### src/hdl/upd_pkg.sv
package upd_pkg;

    localparam logic [7:0] PCT_CHAR = 8'h25;

    localparam int unsigned CAP_W = 16;
    localparam logic [CAP_W-1:0] CAP_RESET = 16'hFFFF;

    localparam int unsigned GROUP_MAX = 3;

    localparam int unsigned QUEUE_DEPTH = 4;
    localparam int unsigned QPTR_W = 2;
    localparam int unsigned QCNT_W = 3;

    typedef enum logic [2:0] {
        PH_PLAIN = 3'b001,
        PH_PCT   = 3'b010,
        PH_DIGIT = 3'b100
    } t_phase;

    typedef struct packed {
        logic [GROUP_MAX-1:0][7:0] bytes;
        logic [1:0]                n;
        logic                      last;
    } t_group;

    typedef struct packed {
        logic       ok;
        logic [3:0] val;
    } t_hex;

    function automatic t_hex hex_decode(input logic [7:0] c);
        t_hex r;
        r.ok  = 1'b0;
        r.val = 4'd0;
        if (c >= 8'h30 && c <= 8'h39) begin
            r.ok  = 1'b1;
            r.val = 4'(c - 8'h30);
        end else if (c >= 8'h61 && c <= 8'h66) begin
            r.ok  = 1'b1;
            r.val = 4'(c - 8'h57);
        end else if (c >= 8'h41 && c <= 8'h46) begin
            r.ok  = 1'b1;
            r.val = 4'(c - 8'h37);
        end
        return r;
    endfunction

endpackage

### src/hdl/upd_ifs.sv
interface upd_in_if;
    logic       valid;
    logic       ready;
    logic [7:0] in_byte;
    logic       in_last;
    modport source(output valid, in_byte, in_last, input ready);
    modport sink(input valid, in_byte, in_last, output ready);
endinterface

interface upd_out_if;
    logic       valid;
    logic       ready;
    logic [7:0] out_byte;
    logic       out_has_byte;
    logic       out_end;
    logic       out_status;
    modport source(output valid, out_byte, out_has_byte, out_end, out_status, input ready);
    modport sink(input valid, out_byte, out_has_byte, out_end, out_status, output ready);
endinterface

interface upd_cfg_if;
    logic        valid;
    logic        ready;
    logic [15:0] out_capacity;
    modport source(output valid, out_capacity, input ready);
    modport sink(input valid, out_capacity, output ready);
endinterface

### src/hdl/upd_front.sv
module upd_front (
    input  logic              i_clk,
    input  logic              i_rst_n,
    upd_in_if.sink            i_in,
    input  logic              i_full,
    output logic              o_push,
    output upd_pkg::t_group   o_group
);

    upd_pkg::t_phase r_phase, n_phase;
    logic [3:0]      r_held_digit, n_held_digit;
    logic [7:0]      r_held_char, n_held_char;

    upd_pkg::t_hex   hx;
    upd_pkg::t_group grp;
    logic            accept;
    logic            starts;

    always_comb begin
        hx           = upd_pkg::hex_decode(i_in.in_byte);
        starts       = (i_in.in_byte == upd_pkg::PCT_CHAR) && !i_in.in_last;
        n_phase      = upd_pkg::PH_PLAIN;
        n_held_digit = r_held_digit;
        n_held_char  = r_held_char;
        grp          = '0;
        grp.last     = i_in.in_last;

        unique case (r_phase)
            upd_pkg::PH_PCT: begin
                if (hx.ok && !i_in.in_last) begin
                    n_phase      = upd_pkg::PH_DIGIT;
                    n_held_digit = hx.val;
                    n_held_char  = i_in.in_byte;
                end else if (hx.ok) begin
                    grp.bytes[0] = upd_pkg::PCT_CHAR;
                    grp.bytes[1] = i_in.in_byte;
                    grp.n        = 2'd2;
                end else begin
                    grp.bytes[0] = upd_pkg::PCT_CHAR;
                    if (starts) begin
                        n_phase = upd_pkg::PH_PCT;
                        grp.n   = 2'd1;
                    end else begin
                        grp.bytes[1] = i_in.in_byte;
                        grp.n        = 2'd2;
                    end
                end
            end
            upd_pkg::PH_DIGIT: begin
                if (hx.ok) begin
                    grp.bytes[0] = {r_held_digit, hx.val};
                    grp.n        = 2'd1;
                end else begin
                    grp.bytes[0] = upd_pkg::PCT_CHAR;
                    grp.bytes[1] = r_held_char;
                    if (starts) begin
                        n_phase = upd_pkg::PH_PCT;
                        grp.n   = 2'd2;
                    end else begin
                        grp.bytes[2] = i_in.in_byte;
                        grp.n        = 2'd3;
                    end
                end
            end
            default: begin
                if (starts) begin
                    n_phase = upd_pkg::PH_PCT;
                end else begin
                    grp.bytes[0] = i_in.in_byte;
                    grp.n        = 2'd1;
                end
            end
        endcase

        if (i_in.in_last) begin
            n_phase      = upd_pkg::PH_PLAIN;
            n_held_digit = 4'd0;
            n_held_char  = 8'd0;
        end
    end

    assign accept     = i_in.valid && !i_full;
    assign i_in.ready = !i_full;
    assign o_push     = accept && ((grp.n != 2'd0) || grp.last);
    assign o_group    = grp;

    always_ff @(posedge i_clk) begin
        if (!i_rst_n) begin
            r_phase      <= upd_pkg::PH_PLAIN;
            r_held_digit <= 4'd0;
            r_held_char  <= 8'd0;
        end else if (accept) begin
            r_phase      <= n_phase;
            r_held_digit <= n_held_digit;
            r_held_char  <= n_held_char;
        end
    end

endmodule

### src/hdl/upd_queue.sv
module upd_queue (
    input  logic              i_clk,
    input  logic              i_rst_n,
    input  logic              i_push,
    input  upd_pkg::t_group   i_group,
    input  logic              i_pop,
    output logic              o_full,
    output logic              o_avail,
    output upd_pkg::t_group   o_head
);

    upd_pkg::t_group                     r_slots [upd_pkg::QUEUE_DEPTH];
    logic [upd_pkg::QPTR_W-1:0]          r_wr_ptr;
    logic [upd_pkg::QPTR_W-1:0]          r_rd_ptr;
    logic [upd_pkg::QCNT_W-1:0]          r_count;

    assign o_full  = (r_count == upd_pkg::QCNT_W'(upd_pkg::QUEUE_DEPTH));
    assign o_avail = (r_count != '0);
    assign o_head  = r_slots[r_rd_ptr];

    always_ff @(posedge i_clk) begin
        if (i_push) begin
            r_slots[r_wr_ptr] <= i_group;
        end
    end

    always_ff @(posedge i_clk) begin
        if (!i_rst_n) begin
            r_wr_ptr <= '0;
            r_rd_ptr <= '0;
            r_count  <= '0;
        end else begin
            if (i_push) begin
                r_wr_ptr <= r_wr_ptr + 1'b1;
            end
            if (i_pop) begin
                r_rd_ptr <= r_rd_ptr + 1'b1;
            end
            if (i_push && !i_pop) begin
                r_count <= r_count + 1'b1;
            end else if (!i_push && i_pop) begin
                r_count <= r_count - 1'b1;
            end
        end
    end

endmodule

### src/hdl/upd_back.sv
module upd_back #(
    parameter int unsigned COUNT_BITS = 16
) (
    input  logic              i_clk,
    input  logic              i_rst_n,
    input  logic              i_avail,
    input  upd_pkg::t_group   i_head,
    output logic              o_pop,
    upd_cfg_if.sink           i_cfg,
    upd_out_if.source         o_out
);

    localparam int unsigned CMP_W =
        (COUNT_BITS > upd_pkg::CAP_W) ? COUNT_BITS : upd_pkg::CAP_W;

    logic [upd_pkg::CAP_W-1:0] r_cap;
    logic [1:0]                r_idx, n_idx;
    logic [COUNT_BITS-1:0]     r_cnt, n_cnt;
    logic                      r_ovf, n_ovf;

    logic                      r_out_valid;
    logic [7:0]                r_out_byte;
    logic                      r_out_has_byte;
    logic                      r_out_end;
    logic                      r_out_status;

    logic                      adv;
    logic                      at_mark;
    logic                      is_final;
    logic                      drop;
    logic [7:0]                cur_byte;
    logic                      emit;
    logic [7:0]                e_byte;
    logic                      e_has_byte;
    logic                      e_end;
    logic                      e_status;

    always_comb begin
        adv      = i_avail && (!r_out_valid || o_out.ready);
        at_mark  = (r_idx == i_head.n);
        is_final = (r_idx == (i_head.n - 2'd1));
        drop     = r_ovf || (CMP_W'(r_cnt) >= CMP_W'(r_cap));

        unique case (r_idx)
            2'd0:    cur_byte = i_head.bytes[0];
            2'd1:    cur_byte = i_head.bytes[1];
            2'd2:    cur_byte = i_head.bytes[2];
            default: cur_byte = 8'd0;
        endcase

        n_idx      = r_idx;
        n_cnt      = r_cnt;
        n_ovf      = r_ovf;
        o_pop      = 1'b0;
        emit       = 1'b0;
        e_byte     = 8'd0;
        e_has_byte = 1'b0;
        e_end      = 1'b0;
        e_status   = 1'b0;

        if (adv) begin
            if (at_mark) begin
                emit     = 1'b1;
                e_end    = 1'b1;
                e_status = r_ovf;
                o_pop    = 1'b1;
                n_idx    = 2'd0;
                n_cnt    = '0;
                n_ovf    = 1'b0;
            end else if (drop) begin
                n_ovf = 1'b1;
                if (is_final && !i_head.last) begin
                    o_pop = 1'b1;
                    n_idx = 2'd0;
                end else begin
                    n_idx = r_idx + 2'd1;
                end
            end else begin
                emit       = 1'b1;
                e_byte     = cur_byte;
                e_has_byte = 1'b1;
                e_end      = i_head.last && is_final;
                if (r_cnt != {COUNT_BITS{1'b1}}) begin
                    n_cnt = r_cnt + 1'b1;
                end
                if (is_final) begin
                    o_pop = 1'b1;
                    n_idx = 2'd0;
                    if (i_head.last) begin
                        n_cnt = '0;
                        n_ovf = 1'b0;
                    end
                end else begin
                    n_idx = r_idx + 2'd1;
                end
            end
        end
    end

    assign i_cfg.ready        = 1'b1;
    assign o_out.valid        = r_out_valid;
    assign o_out.out_byte     = r_out_byte;
    assign o_out.out_has_byte = r_out_has_byte;
    assign o_out.out_end      = r_out_end;
    assign o_out.out_status   = r_out_status;

    always_ff @(posedge i_clk) begin
        if (!i_rst_n) begin
            r_cap       <= upd_pkg::CAP_RESET;
            r_idx       <= 2'd0;
            r_cnt       <= '0;
            r_ovf       <= 1'b0;
            r_out_valid <= 1'b0;
        end else begin
            if (i_cfg.valid) begin
                r_cap <= i_cfg.out_capacity;
            end
            r_idx <= n_idx;
            r_cnt <= n_cnt;
            r_ovf <= n_ovf;
            if (emit) begin
                r_out_valid <= 1'b1;
            end else if (o_out.ready) begin
                r_out_valid <= 1'b0;
            end
        end
    end

    always_ff @(posedge i_clk) begin
        if (emit) begin
            r_out_byte     <= e_byte;
            r_out_has_byte <= e_has_byte;
            r_out_end      <= e_end;
            r_out_status   <= e_status;
        end
    end

endmodule

### src/hdl/uri_percent_decoder_unit.sv
// Channel   Direction   Payload                                          Transfer
// i_in      in          in_byte[7:0], in_last                            valid & ready
// o_out     out         out_byte[7:0], out_has_byte, out_end, out_status valid & ready
// i_cfg     in          out_capacity[15:0]                               valid & ready
//
// An input byte yields zero to three output transfers.
// The output side emits one result per cycle while o_out.ready holds, so the sustained
// rate is one byte per cycle except when a byte releases two or three held bytes, which
// then pass the output register one after another; a four-entry queue absorbs those bursts.
// A byte dropped for overflow takes an output-side step without a transfer.
// Reset is synchronous and active low; capacity returns to 65535.
module uri_percent_decoder_unit #(
    parameter int unsigned COUNT_BITS = 16
) (
    input  logic        i_clk,
    input  logic        i_rst_n,
    upd_in_if.sink      i_in,
    upd_out_if.source   o_out,
    upd_cfg_if.sink     i_cfg
);

    logic            push;
    logic            pop;
    logic            full;
    logic            avail;
    upd_pkg::t_group grp_in;
    upd_pkg::t_group grp_head;

    upd_front u_front (
        .i_clk   (i_clk),
        .i_rst_n (i_rst_n),
        .i_in    (i_in),
        .i_full  (full),
        .o_push  (push),
        .o_group (grp_in)
    );

    upd_queue u_queue (
        .i_clk   (i_clk),
        .i_rst_n (i_rst_n),
        .i_push  (push),
        .i_group (grp_in),
        .i_pop   (pop),
        .o_full  (full),
        .o_avail (avail),
        .o_head  (grp_head)
    );

    upd_back #(
        .COUNT_BITS (COUNT_BITS)
    ) u_back (
        .i_clk   (i_clk),
        .i_rst_n (i_rst_n),
        .i_avail (avail),
        .i_head  (grp_head),
        .o_pop   (pop),
        .i_cfg   (i_cfg),
        .o_out   (o_out)
    );

endmodule
### src/flat_wrapper.sv
// flat-port wrapper written by rule: the top's interface ports become plain ports
module uri_percent_decoder_unit_flat 
#(
    parameter int unsigned COUNT_BITS = 16
)
  (i_clk, i_rst_n, i_in_valid, i_in_in_byte, i_in_in_last, i_in_ready, o_out_valid, o_out_out_byte, o_out_out_has_byte, o_out_out_end, o_out_out_status, o_out_ready, i_cfg_valid, i_cfg_out_capacity, i_cfg_ready);
  upd_in_if i_in_i ();
  upd_out_if o_out_i ();
  upd_cfg_if i_cfg_i ();
  input  logic i_clk;
  input  logic i_rst_n;
  input wire logic [$bits(i_in_i.valid)-1:0] i_in_valid;
  input wire logic [$bits(i_in_i.in_byte)-1:0] i_in_in_byte;
  input wire logic [$bits(i_in_i.in_last)-1:0] i_in_in_last;
  output wire logic [$bits(i_in_i.ready)-1:0] i_in_ready;
  output wire logic [$bits(o_out_i.valid)-1:0] o_out_valid;
  output wire logic [$bits(o_out_i.out_byte)-1:0] o_out_out_byte;
  output wire logic [$bits(o_out_i.out_has_byte)-1:0] o_out_out_has_byte;
  output wire logic [$bits(o_out_i.out_end)-1:0] o_out_out_end;
  output wire logic [$bits(o_out_i.out_status)-1:0] o_out_out_status;
  input wire logic [$bits(o_out_i.ready)-1:0] o_out_ready;
  input wire logic [$bits(i_cfg_i.valid)-1:0] i_cfg_valid;
  input wire logic [$bits(i_cfg_i.out_capacity)-1:0] i_cfg_out_capacity;
  output wire logic [$bits(i_cfg_i.ready)-1:0] i_cfg_ready;
  assign i_in_i.valid = i_in_valid;
  assign i_in_i.in_byte = i_in_in_byte;
  assign i_in_i.in_last = i_in_in_last;
  assign i_in_ready = i_in_i.ready;
  assign o_out_valid = o_out_i.valid;
  assign o_out_out_byte = o_out_i.out_byte;
  assign o_out_out_has_byte = o_out_i.out_has_byte;
  assign o_out_out_end = o_out_i.out_end;
  assign o_out_out_status = o_out_i.out_status;
  assign o_out_i.ready = o_out_ready;
  assign i_cfg_i.valid = i_cfg_valid;
  assign i_cfg_i.out_capacity = i_cfg_out_capacity;
  assign i_cfg_ready = i_cfg_i.ready;
  uri_percent_decoder_unit #(.COUNT_BITS(COUNT_BITS)) u_core (.i_clk(i_clk), .i_rst_n(i_rst_n), .i_in(i_in_i), .o_out(o_out_i), .i_cfg(i_cfg_i));
endmodule
### config.mk
export PLATFORM = sky130hd
export DESIGN_NAME = uri_percent_decoder_unit_flat
export DESIGN_NICKNAME = d
export VERILOG_FILES = /design/src/hdl/upd_pkg.sv /design/src/hdl/upd_ifs.sv /design/src/hdl/upd_front.sv /design/src/hdl/upd_queue.sv /design/src/hdl/upd_back.sv /design/src/hdl/uri_percent_decoder_unit.sv /design/src/flat_wrapper.sv
export SDC_FILE = /design/constraint.sdc
export NUM_CORES = 1
export LEC_CHECK = 0
export BUFFER_PORTS_ARGS = -buffer_cell sky130_fd_sc_hd__clkbuf_2
export CAP_MARGIN = 40
export CORE_ASPECT_RATIO = 1.2
export CORE_MARGIN = 2
export CORE_UTILIZATION = 55
export DETAILED_ROUTE_END_ITERATION = 8
export PLACE_DENSITY = 0.73
export SYNTH_ARGS = -nofsm -noshare
export SYNTH_HDL_FRONTEND = slang
export SYNTH_HIERARCHICAL = 1
export SYNTH_SLANG_ARGS = --single-unit
### constraint.sdc
create_clock -name i_clk -period 9.77 [get_ports i_clk]
set_input_delay 1.4655 -clock i_clk [delete_from_list [all_inputs] [get_ports i_clk]]
set_output_delay 1.4655 -clock i_clk [all_outputs]
set_load 0.02 [all_outputs]
==> metrics.log, run 1 <==
INFO  metric max-slew-margin-rel = 45.1%
INFO  metric number_of_synthesized_register_bits = 179
INFO  metric peakVddDrop = 0.124 mV
INFO  metric layout-area-overhead-vs-synth = 11.1%
INFO  metric timing.final.crit_share = 46.1%
INFO  metric final_routed_drc_violation_total = 0
INFO  metric global_route.usage.total = 23.3%
INFO  metric dr_total_vias = 5,690
INFO  metric syn-instance-count = 668
INFO  metric cts_max_path_buffers = 2
INFO  metric synth_warnings = 6
INFO  metric dpl.hpwl = 12,200 µm
INFO  metric worst_clock_skew = 0.00939 ns
INFO  metric cts_resizes = 0
INFO  metric yosys_most_used_dff = sky130_fd_sc_hd__edfxtp_1
INFO  metric drt_wl_total = 18,000 µm
INFO  metric drt_pass1_iterations = 5
INFO  metric worst_slew_pin_slew = 0.803 ns
INFO  metric synth_cell_type_count = 76
INFO  metric hold-worst-slack = 0.456 ns
INFO  metric ys_async_sr_fraction = 0%
INFO  metric crit_path_max_fanout = 18
INFO  metric nNetsFinal = 759
INFO  metric syn_avg_cell_area = 12.7 µm²
INFO  metric core = 15,000 µm²
INFO  metric regToRegStartpoint = u_core/u_back/r_cnt[0]
INFO  metric status = finished clean
INFO  metric clock_pin_slew_reported_for_the_worst_setup_and_hold_paths_after_clock_tree_synthesis = 0.06 ns
INFO  metric setup-tns-final = 0 ns
INFO  metric placement.io_buffers = 42
INFO  metric synth-edff-count = 119
INFO  metric layout_cells_sized_above_1 = 15.9%
INFO  metric h-tree-depth = 4
INFO  metric rr_endpoint = u_core/u_queue/r_count[2]
INFO  metric floorplan_die_width = 117 µm
INFO  metric first_iter_violations = 461
INFO  metric effective_utilization_at_floorplan = 56.4%
INFO  metric post_cts_buffers = 0
INFO  metric power-per-cell-area = 237 nW/µm²
INFO  metric post_drt_wl_per_cell = 19.6 µm
INFO  metric max_cap_violations = 0
INFO  metric routabilityCongestion = 0.953
INFO  metric setup_slack = 5.26 ns
INFO  metric critPathCaptureType = register
INFO  metric cell_area_after_technology_mapping = 8470 µm²
INFO  metric synthesis.nets = 729
INFO  metric grt_max_degree = 69
INFO  metric crit_path_start_kind = input port
INFO  metric leakage = 3.45 nW
INFO  metric drtAntennaViolNets = 0
INFO  metric floorplan.die_area = 16,400 µm²
INFO  metric cts-hold-fix-buffers = 0
INFO  metric fp.dieH = 140 µm
INFO  metric global_route.overflow_total = 0
INFO  metric antenna_found_initial = 0
INFO  metric timing.setup.critical_path_class = input port to register
INFO  metric post-route-min-period = 4.51 ns
INFO  metric final-hold-violation-count = 0
INFO  metric worst_setup_path_startpoint = i_in_in_byte[1]
INFO  metric vias_in_the_first_global_route = 5,492
INFO  metric r2r_slack = 5.41 ns
INFO  metric crit_end = u_core/u_queue/r_count[2]
INFO  metric clkSinkCount = 179
INFO  metric slew_viol_final = 0
INFO  metric synth-seq-area-share = 56.4%
INFO  metric final-setup-viol-count = 0
INFO  metric antenna-diode-count = 0
INFO  metric placement.setup.worst_slack = 4.85 ns
INFO  metric i_o_pins = 44
INFO  metric routed_via_density = 6.22
INFO  metric hold_path_class = register to register
INFO  metric fmax = 0.222 GHz
INFO  metric cp.required = 10.13 ns
INFO  metric grt_pass1_wl = 28,700 µm
INFO  metric timing.reg2reg.worst_path_depth = 15
INFO  metric design_power_total = 2.23 mW
INFO  metric worstPathArrival = 4.86 ns
INFO  metric tritoncts = built
INFO  metric placement.cell_area = 8770 µm²
INFO  metric clk_latency = 0.43 ns
INFO  metric grt_setup_unrepaired = no
INFO  metric fp-row-count = 49
INFO  metric layout.cell_area.non_filler = 9410 µm²
INFO  metric cts.root.buffer_cell = sky130_fd_sc_hd__clkbuf_16
INFO  metric numCtsBuffers = 17
## power breakdown
part	switching, mW	internal [mW]	total, mW	leakage (nW)
Clock	0.273	0.451	0.723	0.302
Sequential	0.0383	0.918	0.956	1.58
Combinational	0.343	0.205	0.549	1.57
Total	0.654	1.57	2.23	3.45
## per-layer routing
layer  wire length (µm)  GRT usage (%)  vias up  part of all wire [%]
met5                  0              0        -                     0
met4                718           11.0        0                   4.0
met3               1340           6.49       48                   7.4
met2               8620           35.7      241                    48
met1               7280           30.8     2745                    41
li1                   -              -     2656                     -
## cell families after synthesis
group	Yosys count	share of synthesized area [%]
AOI/OAI and AO/OA	149	12.9
xor gates and xnor gates	10	1.03
adders and majority gates	31	4.67
buffers and inverters	71	4.06
DFF	179	56.4
muxes	30	7.84
other	1	0.0443
and+or+nand+nor	197	13.1
## Yosys cell counts (17+ instances only)
cell type	instances	area, µm²
sky130_fd_sc_hd__mux4_2	20	450
sky130_fd_sc_hd__dfxtp_1	60	1200
sky130_fd_sc_hd__nand2_1	41	154
sky130_fd_sc_hd__nor2_1	28	105
sky130_fd_sc_hd__o211ai_1	24	180
sky130_fd_sc_hd__nand4_1	21	131
sky130_fd_sc_hd__inv_1	31	116
sky130_fd_sc_hd__nand3_1	23	115
sky130_fd_sc_hd__o21ai_0	21	105
sky130_fd_sc_hd__and3_1	20	125
sky130_fd_sc_hd__a21oi_1	17	85.1
sky130_fd_sc_hd__ha_1	30	375
sky130_fd_sc_hd__edfxtp_1	119	3570
sky130_fd_sc_hd__clkbuf_1	23	86.3
## cell type report
class,instances,area [µm²]
multi-input cells,418,3350
inverters,31,116
fillers,1182,5610
repair buffers,51,278
clock buffers,17,425
well taps,204,255
clock inverters,15,211
flip-flops and latches,179,4770
## how the worst min path moves through the flow
stage,start,endpoint,slack (ns),depth (start not counted)
after floorplan,u_core/u_front/r_held_char[7],u_core/u_front/r_held_char[7],0.41,2
after global placement,u_core/u_front/r_held_char[7],u_core/u_front/r_held_char[7],0.43,2
after detailed placement,u_core/u_front/r_held_char[7],u_core/u_front/r_held_char[7],0.43,2
after CTS,u_core/u_front/r_held_char[7],u_core/u_front/r_held_char[7],0.44,2
after global routing,u_core/u_front/r_held_char[7],u_core/u_front/r_held_char[7],0.50,2
final,u_core/u_front/r_held_char[7],u_core/u_front/r_held_char[7],0.46,2
## worst max-delay path, stage by stage
cell,delay [ns]
sky130_fd_sc_hd__clkbuf_2,0.17
sky130_fd_sc_hd__inv_1,0.10
sky130_fd_sc_hd__ha_1,0.24
sky130_fd_sc_hd__or3b_4,0.41
sky130_fd_sc_hd__and3_4,0.24
sky130_fd_sc_hd__nor3_4,0.48
sky130_fd_sc_hd__o221a_1,0.44
sky130_fd_sc_hd__ha_1,0.24
sky130_fd_sc_hd__inv_1,0.06
sky130_fd_sc_hd__fa_1,0.38
sky130_fd_sc_hd__xor2_1,0.16
sky130_fd_sc_hd__or3_1,0.32
sky130_fd_sc_hd__a21boi_0,0.16
## placed cells by master, fill, tap and decap left out, types with 4 or more instances in the layout
master	n
sky130_fd_sc_hd__edfxtp_1	119
sky130_fd_sc_hd__dfxtp_1	60
sky130_fd_sc_hd__clkbuf_2	42
sky130_fd_sc_hd__nand2_1	41
sky130_fd_sc_hd__inv_1	31
sky130_fd_sc_hd__ha_1	30
sky130_fd_sc_hd__nor2_1	28
sky130_fd_sc_hd__o211ai_1	24
sky130_fd_sc_hd__nand3_1	23
sky130_fd_sc_hd__nand4_1	21
sky130_fd_sc_hd__o21ai_0	21
sky130_fd_sc_hd__and3_1	20
sky130_fd_sc_hd__mux4_2	20
sky130_fd_sc_hd__clkbuf_16	17
sky130_fd_sc_hd__a21oi_1	17
sky130_fd_sc_hd__and2_1	16
sky130_fd_sc_hd__nor2b_1	13
sky130_fd_sc_hd__a31oi_1	12
sky130_fd_sc_hd__buf_4	9
sky130_fd_sc_hd__a222oi_1	8
sky130_fd_sc_hd__a32o_1	8
sky130_fd_sc_hd__mux4_1	7
sky130_fd_sc_hd__nand2b_1	6
sky130_fd_sc_hd__xor2_1	6
sky130_fd_sc_hd__nor4_1	6
sky130_fd_sc_hd__bufinv_16	5
sky130_fd_sc_hd__o21a_1	5
sky130_fd_sc_hd__a21boi_0	5
sky130_fd_sc_hd__a22o_1	5
sky130_fd_sc_hd__o31ai_1	5
sky130_fd_sc_hd__xnor2_1	4
sky130_fd_sc_hd__a211o_1	4
## sequential cells by signal, indices dropped and copies added, names as in the netlist, named ones only
signal	flops
u_core/u_queue/r_slots	108
u_core/u_back/r_cap	16
u_core/u_back/r_cnt	16
u_core/u_back/o_out.out_byte	8
u_core/u_front/r_held_char	8
u_core/u_front/r_held_digit	4
u_core/u_front/r_phase	3
u_core/u_queue/r_count	3
u_core/u_back/r_idx	2
u_core/u_queue/r_rd_ptr	2
u_core/u_queue/r_wr_ptr	2
u_core/u_back/o_out.out_end	1
u_core/u_back/o_out.out_has_byte	1
u_core/u_back/o_out.out_status	1
u_core/u_back/o_out.valid	1
u_core/u_back/r_ovf	1
## per-stage QoR
step           cells  util [%]
2_1_floorplan    668         -
3_3_place_gp     883      58.4
3_5_place_dp     883      58.4
4_1_cts          915      62.7
5_1_grt          915      62.7
6_report         915      62.7
(Power assumes the default switching activity.)
==> run 2: changes to the inputs <==
ABC_AREA = 1   (was unset)
PLACE_DENSITY = 0.76   (was 0.73)
clock period = 3.9 ns   (was 9.77 ns; I/O delays follow)
==> metrics.log, run 2 <==
INFO  metric status = finished clean (unchanged)
INFO  metric worst_clock_skew = 0.00733 ns (was 0.00939 ns)
INFO  metric clkSinkCount = 179 (unchanged)
INFO  metric clock_pin_slew_reported_for_the_worst_setup_and_hold_paths_after_clock_tree_synthesis = 0.06 ns (about the same)
INFO  metric cts_max_path_buffers = 2 (unchanged)
INFO  metric layout-area-overhead-vs-synth = 9.11% (was 11.1%)
INFO  metric post-synth-top-area-fraction = 41.3% (was 42.2%)
INFO  metric drt_wl_total = 17,900 µm (was 18,000 µm)
INFO  metric fmax = 0.306 GHz
INFO  metric max_cap_violations = 0 (unchanged)
INFO  metric yosysMostFrequentCell = sky130_fd_sc_hd__nand2_1 (was sky130_fd_sc_hd__edfxtp_1)
INFO  metric layout_cells_sized_above_1 = 15.0% (was 15.9%)
INFO  metric path_delay_family = compound AO/OA/AOI/OAI gates (was simple AND/OR/NAND/NOR gates)
INFO  metric regMostFlops = u_core/u_queue/r_slots (unchanged)
INFO  metric cell_area_after_technology_mapping = 8650 µm² (was 8470 µm²)
INFO  metric largest_register_ffs = 108 (unchanged)
INFO  metric first_iter_violations = 565 (was 461)
INFO  metric peakVddDrop = 0.334 mV (was 0.124 mV)
INFO  metric dr_wl_met2 = 9250 µm (was 8620 µm)
INFO  metric worstPathBufferInverterCount = 4 (was 3)
INFO  metric nNetsFinal = 983 (was 759)
INFO  metric route.layer.met1.wl = 7490 µm (was 7280 µm)
INFO  metric power-per-cell-area = 582 nW/µm² (was 237 nW/µm²)
INFO  metric floorplan_die_width = 118 µm (was 117 µm)
INFO  metric post-route-min-period = 3.26 ns
INFO  metric effective_utilization_at_floorplan = 55.8% (was 56.4%)
INFO  metric synth_cell_type_count = 42 (was 76)
INFO  metric layout_commonest_cell = sky130_fd_sc_hd__nand2_1 (was sky130_fd_sc_hd__edfxtp_1)
INFO  metric worst_slew_pin_slew = 0.706 ns (was 0.803 ns)
INFO  metric fp-row-count = 50 (was 49)
INFO  metric fp.dieH = 141 µm (was 140 µm)
INFO  metric netlist_top_cells_area = sky130_fd_sc_hd__edfxtp_1 (41%), sky130_fd_sc_hd__dfxtp_1 (14%), sky130_fd_sc_hd__nand2_1 (6.2%) (was sky130_fd_sc_hd__edfxtp_1 (42%), sky130_fd_sc_hd__dfxtp_1 (14%), sky130_fd_sc_hd__mux4_2 (5.3%))
INFO  metric final-setup-viol-count = 0 (unchanged)
INFO  metric grt_setup_unrepaired = no (unchanged)
INFO  metric floorplan.die_area = 16,800 µm² (was 16,400 µm²)
INFO  metric post_drt_wl_per_cell = 15.6 µm (was 19.6 µm)
INFO  metric synthesis.nets = 950 (was 729)
INFO  metric post_cts_buffers = 0 (unchanged)
INFO  metric grt_max_degree = 55 (was 69)
INFO  metric cts.root.buffer_cell = sky130_fd_sc_hd__clkbuf_16 (unchanged)
INFO  metric global_route.overflow_total = 0 (unchanged)
INFO  metric syn_avg_cell_area = 9.73 µm² (was 12.7 µm²)
INFO  metric met3RoutedLength = 825 µm (was 1340 µm)
INFO  metric leakage = 3.99 nW (was 3.45 nW)
INFO  metric crit_path_max_fanout = 27 (was 18)
INFO  metric numCtsBuffers = 17 (unchanged)
INFO  metric cts_resizes = 0 (unchanged)
INFO  metric drt_pass1_iterations = 6 (was 5)
INFO  metric biggestRegsByFlops = u_core/u_queue/r_slots: 108 flops, u_core/u_back/r_cap: 16 flops, u_core/u_back/r_cnt: 16 flops (unchanged)
INFO  metric h-tree-depth = 4 (unchanged)
INFO  metric highest_routed_metal_layer = met4 (unchanged)
INFO  metric final_routed_drc_violation_total = 0 (unchanged)
INFO  metric max-slew-margin-rel = 52.4% (was 45.1%)
INFO  metric cp.required = 4.22 ns (was 10.13 ns)
INFO  metric global_route.usage.total = 22.1% (was 23.3%)
INFO  metric synth-seq-area-share = 55.2% (was 56.4%)
INFO  metric numPlacedInstances = 1,111 (was 883)
INFO  metric final-hold-violation-count = 0 (unchanged)
INFO  metric ys_async_sr_fraction = 0% (unchanged)
INFO  metric top_library_cells_by_usage_in_the_layout_fill_and_taps_aside = sky130_fd_sc_hd__nand2_1 (142), sky130_fd_sc_hd__edfxtp_1 (119), sky130_fd_sc_hd__nor2_1 (89) (was sky130_fd_sc_hd__edfxtp_1 (119), sky130_fd_sc_hd__dfxtp_1 (60), sky130_fd_sc_hd__clkbuf_2 (42))
INFO  metric synth_warnings = 6 (unchanged)
INFO  metric dpl.hpwl = 12,100 µm (was 12,200 µm)
INFO  metric timing.final.crit_share = 83.7%
INFO  metric antenna-diode-count = 0 (unchanged)
INFO  metric slew_viol_final = 0 (unchanged)
INFO  metric critPathCaptureType = register (unchanged)
INFO  metric syn-instance-count = 889 (was 668)
INFO  metric core = 15,500 µm² (was 15,000 µm²)
INFO  metric clk_latency = 0.43 ns (about the same)
INFO  metric critical_path.slowest_cell = sky130_fd_sc_hd__dfxtp_1 (was sky130_fd_sc_hd__nor3_4)
INFO  metric crit_path_start_kind = register (was input port)
INFO  metric antenna_found_initial = 0 (unchanged)
INFO  metric placement.io_buffers = 42 (unchanged)
INFO  metric routed_via_density = 5.54 (was 6.22)
INFO  metric worst_path_most_repeated_cell = sky130_fd_sc_hd__inv_1
INFO  metric setup-tns-final = 0 ns (unchanged)
INFO  metric post_route_insts_no_fill = 1,143 (was 915)
INFO  metric grt_pass1_wl = 29,300 µm (was 28,700 µm)
INFO  metric synth_top_area_cell = sky130_fd_sc_hd__edfxtp_1 (unchanged)
INFO  metric hold-worst-slack = 0.370 ns (was 0.456 ns)
INFO  metric yosys_most_used_dff = sky130_fd_sc_hd__edfxtp_1 (unchanged)
INFO  metric vias_in_the_first_global_route = 6,146 (was 5,492)
INFO  metric i_o_pins = 44 (unchanged)
INFO  metric hold_path_class = input port to register (was register to register)
INFO  metric dr_total_vias = 6,336 (was 5,690)
INFO  metric max_stage_delay = 0.66 ns (was 0.48 ns)
INFO  metric worstPathArrival = 3.59 ns (was 4.86 ns)
INFO  metric tritoncts = built (unchanged)
INFO  metric cts-hold-fix-buffers = 0 (unchanged)
INFO  metric design_power_total = 5.49 mW (was 2.23 mW)
INFO  metric drtAntennaViolNets = 0 (unchanged)
INFO  metric synth-edff-count = 119 (unchanged)
INFO  metric number_of_synthesized_register_bits = 179 (unchanged)
INFO  metric worstPathCellList = clkinv_4 > o21ai_1 > o22ai_1 > xnor2_1 > o21ai_2 > a21oi_2 > inv_1 > a21oi_1 > inv_1 > ha_1 > inv_1 > fa_1 > o21ai_0 > nor2_1 (was clkbuf_2 > inv_1 > ha_1 > or3b_4 > and3_4 > nor3_4 > o221a_1 > ha_1 > inv_1 > fa_1 > xor2_1 > or3_1 > a21boi_0)
INFO  metric netlist_top_cells_count = sky130_fd_sc_hd__nand2_1 (142), sky130_fd_sc_hd__edfxtp_1 (119), sky130_fd_sc_hd__nor2_1 (89) (was sky130_fd_sc_hd__edfxtp_1 (119), sky130_fd_sc_hd__dfxtp_1 (60), sky130_fd_sc_hd__nand2_1 (41))
INFO  metric routabilityCongestion = 0.971 (was 0.953)
INFO  metric timing.setup.critical_path_class = register to register (was input port to register)
==> run 2: changes by cell type after synthesis, moves of 16 or more <==
cell	change
sky130_fd_sc_hd__and2_1	-16
sky130_fd_sc_hd__nor2_1	+61
sky130_fd_sc_hd__a21oi_1	+29
sky130_fd_sc_hd__nand3_1	+25
sky130_fd_sc_hd__nor3_1	+17
sky130_fd_sc_hd__nand2_1	+101
sky130_fd_sc_hd__o22ai_1	+25
sky130_fd_sc_hd__clkbuf_1	-16
sky130_fd_sc_hd__mux4_2	-20
sky130_fd_sc_hd__o21ai_1	+20
sky130_fd_sc_hd__inv_1	+49
sky130_fd_sc_hd__o211ai_1	-22
sky130_fd_sc_hd__o21ai_0	+50
sky130_fd_sc_hd__and3_1	-20
==> run 2: report_power, final <==
| part | total (mW) | internal [mW] | switching [mW] |
|---|---|---|---|
| clock | 1.54 | 0.817 | 0.718 |
| combinational | 1.57 | 0.490 | 1.08 |
| sequential | 2.39 | 2.28 | 0.106 |
| total | 5.49 | 3.59 | 1.90 |
==> run 2: per-stage QoR <==
| stage | util [%] | setup slack (ns) | instance area, µm² |
|---|---|---|---|
| 3_3_place_gp | 57.4 | 0.763 | 8900 |
| 4_1_cts | 60.8 | 0.614 | 9440 |
| 5_1_grt | 60.8 | 0.373 | 9440 |
| 6_report | 60.8 | 0.636 | 9440 |
| 2_1_floorplan | - | 1.14 | 8650 |
| 3_5_place_dp | 57.4 | 0.657 | 8900 |
==> run 2: routing by layer <==
layer  up-vias  global-route usage [%]
li1       3128                       -
met2       187                    39.9
met5         -                       0
met3        23                    4.14
met4         0                    8.27
met1      2998                    26.3
==> run 2: worst reg2reg max path, cell delays in order (launching register included) <==
cell and delay, ns:
sky130_fd_sc_hd__dfxtp_1 0.66, sky130_fd_sc_hd__clkinv_4 0.32, sky130_fd_sc_hd__o21ai_1 0.15, sky130_fd_sc_hd__o22ai_1 0.12, sky130_fd_sc_hd__xnor2_1 0.20, sky130_fd_sc_hd__o21ai_2 0.09, sky130_fd_sc_hd__a21oi_2 0.20, sky130_fd_sc_hd__inv_1 0.14
sky130_fd_sc_hd__a21oi_1 0.25, sky130_fd_sc_hd__inv_1 0.09, sky130_fd_sc_hd__ha_1 0.19, sky130_fd_sc_hd__inv_1 0.09, sky130_fd_sc_hd__fa_1 0.42, sky130_fd_sc_hd__o21ai_0 0.19, sky130_fd_sc_hd__nor2_1 0.06
==> run 2: path summary, 6_finish.rpt <==
| path | from | end | slack (ns) | cells after the start |
|---|---|---|---|---|
| worst min register to register | u_core/u_back/r_cap[0] | u_core/u_back/r_cap[0] | 0.47 | 2 |
| worst max-delay path | register | u_core/u_queue/r_count[1] | 0.64 | 14 |
| worst min-delay path | i_cfg_out_capacity[1] | u_core/u_back/r_cap[1] | 0.37 | 3 |
| worst max register to register | register | u_core/u_queue/r_count[1] | 0.64 | 14 |
==> run 2: final cells by class <==
| class | instances | area, µm² |
|---|---|---|
| inverters | 88 | 343 |
| flip-flops and latches | 179 | 4770 |
| well taps | 208 | 260 |
| fillers | 1310 | 6080 |
| repair buffers | 51 | 278 |
| clock buffers | 17 | 425 |
| multi-input cells | 585 | 3250 |
| clock inverters | 15 | 110 |
==> run 2: cell families after synthesis <==
group                    after synthesis  share of synthesized area [%]
other                                  1                         0.0434
XOR/XNOR                              12                           1.22
adder cells (fa/ha/maj)               31                           4.57
AO/OA/AOI/OAI                        196                           13.0
AND/OR/NAND/NOR                      345                           18.7
flip-flops                           179                           55.2
buffers and inverters                125                           7.26
==> run 3: changes to the inputs <==
ABC_AREA = 0   (was 1)
clock period = 2.8 ns   (was 3.9 ns; I/O delays follow)
==> metrics.log, run 3 (synthesis gave the netlist of run 1 again) <==
INFO  metric antenna-diode-count = 0 (unchanged)
INFO  metric vias_in_the_first_global_route = 6,094 (was 6,146)
INFO  metric floorplan_die_width = 117 µm (was 118 µm)
INFO  metric multi_input_gate_area_in_the_final_layout = 3520 µm² (was 3250 µm²)
INFO  metric final-seq-area = 4790 µm² (was 4770 µm²)
INFO  metric leakage = 3.89 nW (was 3.99 nW)
INFO  metric routabilityCongestion = 0.927 (was 0.971)
INFO  metric cts-hold-fix-buffers = 0 (unchanged)
INFO  metric cell_internal_power = 5.78 mW (was 3.59 mW)
INFO  metric fp.dieH = 140 µm (was 141 µm)
INFO  metric fin_util = 68.3% (was 60.8%)
INFO  metric clock_pin_slew_reported_for_the_worst_setup_and_hold_paths_after_clock_tree_synthesis = 0.07 ns (was 0.06 ns)
INFO  metric worstPathArrival = 3.55 ns (was 3.59 ns)
INFO  metric timing.setup.critical_path_class = register to register (unchanged)
INFO  metric worst_clock_skew = 0.00884 ns (was 0.00733 ns)
INFO  metric drt_pass1_iterations = 7 (was 6)
INFO  metric sw_frac_of_total = 30.4% (was 34.6%)
INFO  metric violations = negative setup slack
INFO  metric max_cap_violations = 0 (unchanged)
INFO  metric cp.required = 3.16 ns (was 4.22 ns)
INFO  metric h-tree-depth = 4 (unchanged)
INFO  metric fmax = 0.313 GHz (was 0.306 GHz)
INFO  metric hold_path_class = input port to register (unchanged)
INFO  metric final_routed_drc_violation_total = 0 (unchanged)
INFO  metric max-slew-margin-rel = 51.9% (was 52.4%)
INFO  metric layout_cells_sized_above_1 = 29.6% (was 15.0%)
INFO  metric cts_max_path_buffers = 2 (unchanged)
INFO  metric setup_slack = -0.392 ns (was 0.636 ns)
INFO  metric switching_power_total = 2.52 mW (was 1.90 mW)
INFO  metric largest_register_ffs = 108 (unchanged)
INFO  metric seqPwrFrac = 40.1% (was 43.5%)
INFO  metric clk_latency = 0.43 ns (about the same)
INFO  metric grt_max_degree = 40 (was 55)
INFO  metric post-route-min-period = 3.19 ns (was 3.26 ns)
INFO  metric antenna_found_initial = 0 (unchanged)
INFO  metric dr_total_vias = 6,184 (was 6,336)
INFO  metric core = 15,000 µm² (was 15,500 µm²)
INFO  metric layout-area-overhead-vs-synth = 21.2% (was 9.11%)
INFO  metric grt_pass1_wl = 31,500 µm (was 29,300 µm)
INFO  metric dpl.hpwl = 13,600 µm (was 12,100 µm)
INFO  metric nNetsFinal = 845 (was 983)
INFO  metric drtAntennaViolNets = 0 (unchanged)
INFO  metric worst_slew_pin_slew = 0.719 ns (was 0.706 ns)
INFO  metric biggestRegsByFlops = u_core/u_queue/r_slots: 108 flops, u_core/u_back/r_cap: 16 flops, u_core/u_back/r_cnt: 16 flops (unchanged)
INFO  metric regMostFlops = u_core/u_queue/r_slots (unchanged)
INFO  metric first_iter_violations = 468 (was 565)
INFO  metric global_route.usage.total = 25.1% (was 22.1%)
INFO  metric post_drt_wl_per_cell = 19.8 µm (was 15.6 µm)
INFO  metric grt_setup_unrepaired = yes (was no)
INFO  metric slew_viol_final = 0 (unchanged)
INFO  metric crit_path_max_fanout = 3 (was 27)
INFO  metric drt_wl_total = 19,800 µm (was 17,900 µm)
INFO  metric routed_via_density = 6.18 (was 5.54)
INFO  metric final-setup-viol-count = 7 (was 0)
INFO  metric fp-row-count = 49 (was 50)
INFO  metric floorplan.die_area = 16,400 µm² (was 16,800 µm²)
INFO  metric fraction_of_power_consumed_by_the_clock_network = 29.0% (was 27.9%)
INFO  metric placement.io_buffers = 42 (unchanged)
INFO  metric power.share.combinational = 30.9% (was 28.5%)
INFO  metric status = finished with violations (was finished clean)
INFO  metric power-per-cell-area = 808 nW/µm² (was 582 nW/µm²)
INFO  metric crit_path_start_kind = register (unchanged)
INFO  metric layout.filler_cells = 1,026 (was 1,310)
INFO  metric layout_commonest_cell = sky130_fd_sc_hd__edfxtp_1 (was sky130_fd_sc_hd__nand2_1)
INFO  metric i_o_pins = 44 (unchanged)
INFO  metric global_route.overflow_total = 0 (unchanged)
INFO  metric timing.final.crit_share = 114% (was 83.7%)
INFO  metric peakVddDrop = 0.423 mV (was 0.334 mV)
INFO  metric clkSinkCount = 179 (unchanged)
INFO  metric final-hold-violation-count = 0 (unchanged)
INFO  metric numCtsBuffers = 17 (unchanged)
INFO  metric tritoncts = built (unchanged)
INFO  metric top_library_cells_by_usage_in_the_layout_fill_and_taps_aside = sky130_fd_sc_hd__edfxtp_1 (119), sky130_fd_sc_hd__buf_4 (84), sky130_fd_sc_hd__dfxtp_1 (50) (was sky130_fd_sc_hd__nand2_1 (142), sky130_fd_sc_hd__edfxtp_1 (119), sky130_fd_sc_hd__nor2_1 (89))
INFO  metric critPathCaptureType = register (unchanged)
INFO  metric cts.root.buffer_cell = sky130_fd_sc_hd__clkbuf_16 (unchanged)
INFO  metric setup-tns-final = -1.96 ns (was 0 ns)
INFO  metric effective_utilization_at_floorplan = 56.4% (was 55.8%)
run 3: changes by cell type in the layout (fill, tap and decap cells not counted), moves of 13 or more:
| cell | change |
|---|---|
| sky130_fd_sc_hd__buf_4 | +75 |
| sky130_fd_sc_hd__a21oi_1 | -30 |
| sky130_fd_sc_hd__nor2b_1 | +13 |
| sky130_fd_sc_hd__inv_1 | -56 |
| sky130_fd_sc_hd__mux4_2 | +20 |
| sky130_fd_sc_hd__nand3_1 | -25 |
| sky130_fd_sc_hd__o211ai_1 | +22 |
| sky130_fd_sc_hd__o21ai_0 | -51 |
| sky130_fd_sc_hd__nand2_1 | -102 |
| sky130_fd_sc_hd__o22ai_1 | -25 |
| sky130_fd_sc_hd__and3_1 | +20 |
| sky130_fd_sc_hd__o21ai_1 | -19 |
| sky130_fd_sc_hd__nor3_1 | -17 |
| sky130_fd_sc_hd__nor2_1 | -61 |
run 3: critical path: stages, from the launching register on:
cell and delay, ns:
sky130_fd_sc_hd__dfxtp_2 0.32, sky130_fd_sc_hd__inv_2 0.04, sky130_fd_sc_hd__ha_4 0.26, sky130_fd_sc_hd__nand4_1 0.11, sky130_fd_sc_hd__or4_1 0.51, sky130_fd_sc_hd__o32a_1 0.33
sky130_fd_sc_hd__nand2_2 0.10, sky130_fd_sc_hd__a311o_1 0.21, sky130_fd_sc_hd__a31oi_4 0.10, sky130_fd_sc_hd__inv_2 0.07, sky130_fd_sc_hd__ha_4 0.12, sky130_fd_sc_hd__inv_2 0.03
sky130_fd_sc_hd__fa_2 0.32, sky130_fd_sc_hd__xor2_1 0.16, sky130_fd_sc_hd__or3_1 0.30, sky130_fd_sc_hd__a21boi_1 0.14
run 3: cell type report:
| cell class | instances | area share [%] |
|---|---|---|
| sequential | 179 | 46.6 |
| multi-input combinational | 420 | 34.3 |
| timing repair buffer | 135 | 9.52 |
| clock buffer | 23 | 4.75 |
| tap | 204 | 2.49 |
| clock inverter | 9 | 1.15 |
| inverter | 31 | 1.13 |
run 3: worst paths after layout:
path | slack, ns | endpoint | cells past startpoint | startpoint
hold reg to reg | 0.45 | u_core/u_front/r_held_char[7] | 2 | u_core/u_front/r_held_char[7]
setup / recovery | -0.39 | u_core/u_queue/r_count[2] | 15 | u_core/u_back/r_cap[9]
setup reg to reg | -0.39 | u_core/u_queue/r_count[2] | 15 | u_core/u_back/r_cap[9]
hold / removal | 0.22 | u_core/u_back/r_cap[15] | 3 | i_cfg_out_capacity[15]
run 3: power groups by stage:
stage | clock network (mW) | logic (mW) | registers, mW
after detailed placement | 0 | 2.26 | 3.38
after floorplan | 0 | 1.41 | 3.46
final | 2.41 | 2.57 | 3.32
after global placement | 0 | 2.19 | 3.36
after CTS | 2.44 | 2.34 | 3.33
after global routing | 2.55 | 2.77 | 3.35
run 3: per-stage QoR:
| step | std cells | total power [mW] | hold slack [ns] | worst slack (ns) | cell area (µm²) |
|---|---|---|---|---|---|
| CTS | 990 | 8.10 | 0.202 | -0.390 | 10100 |
| global route | 1001 | 8.68 | 0.213 | -0.568 | 10300 |
| floorplan | 668 | 4.87 | 0.412 | -0.452 | 8560 |
| detailed placement | 956 | 5.64 | 0.435 | -0.513 | 9460 |
| finish | 1001 | 8.30 | 0.215 | -0.392 | 10300 |
| global placement | 955 | 5.55 | 0.425 | -0.451 | 9450 |
run 3: timing repair:
item	4_1_cts	5_1_grt
pin swaps	11	5
gates resized for setup	14	11
buffers inserted	2	9
gates cloned	0	2
setup endpoints to repair	3	18
run 3: per-layer routing:
layer | vias up | share of wire (%) | global-route usage (%)
met5 | - | 0 | 0
met4 | 0 | 2.4 | 8.05
met3 | 46 | 6.3 | 5.19
met2 | 278 | 52 | 42.8
met1 | 3033 | 39 | 31.9
li1 | 2827 | - | -
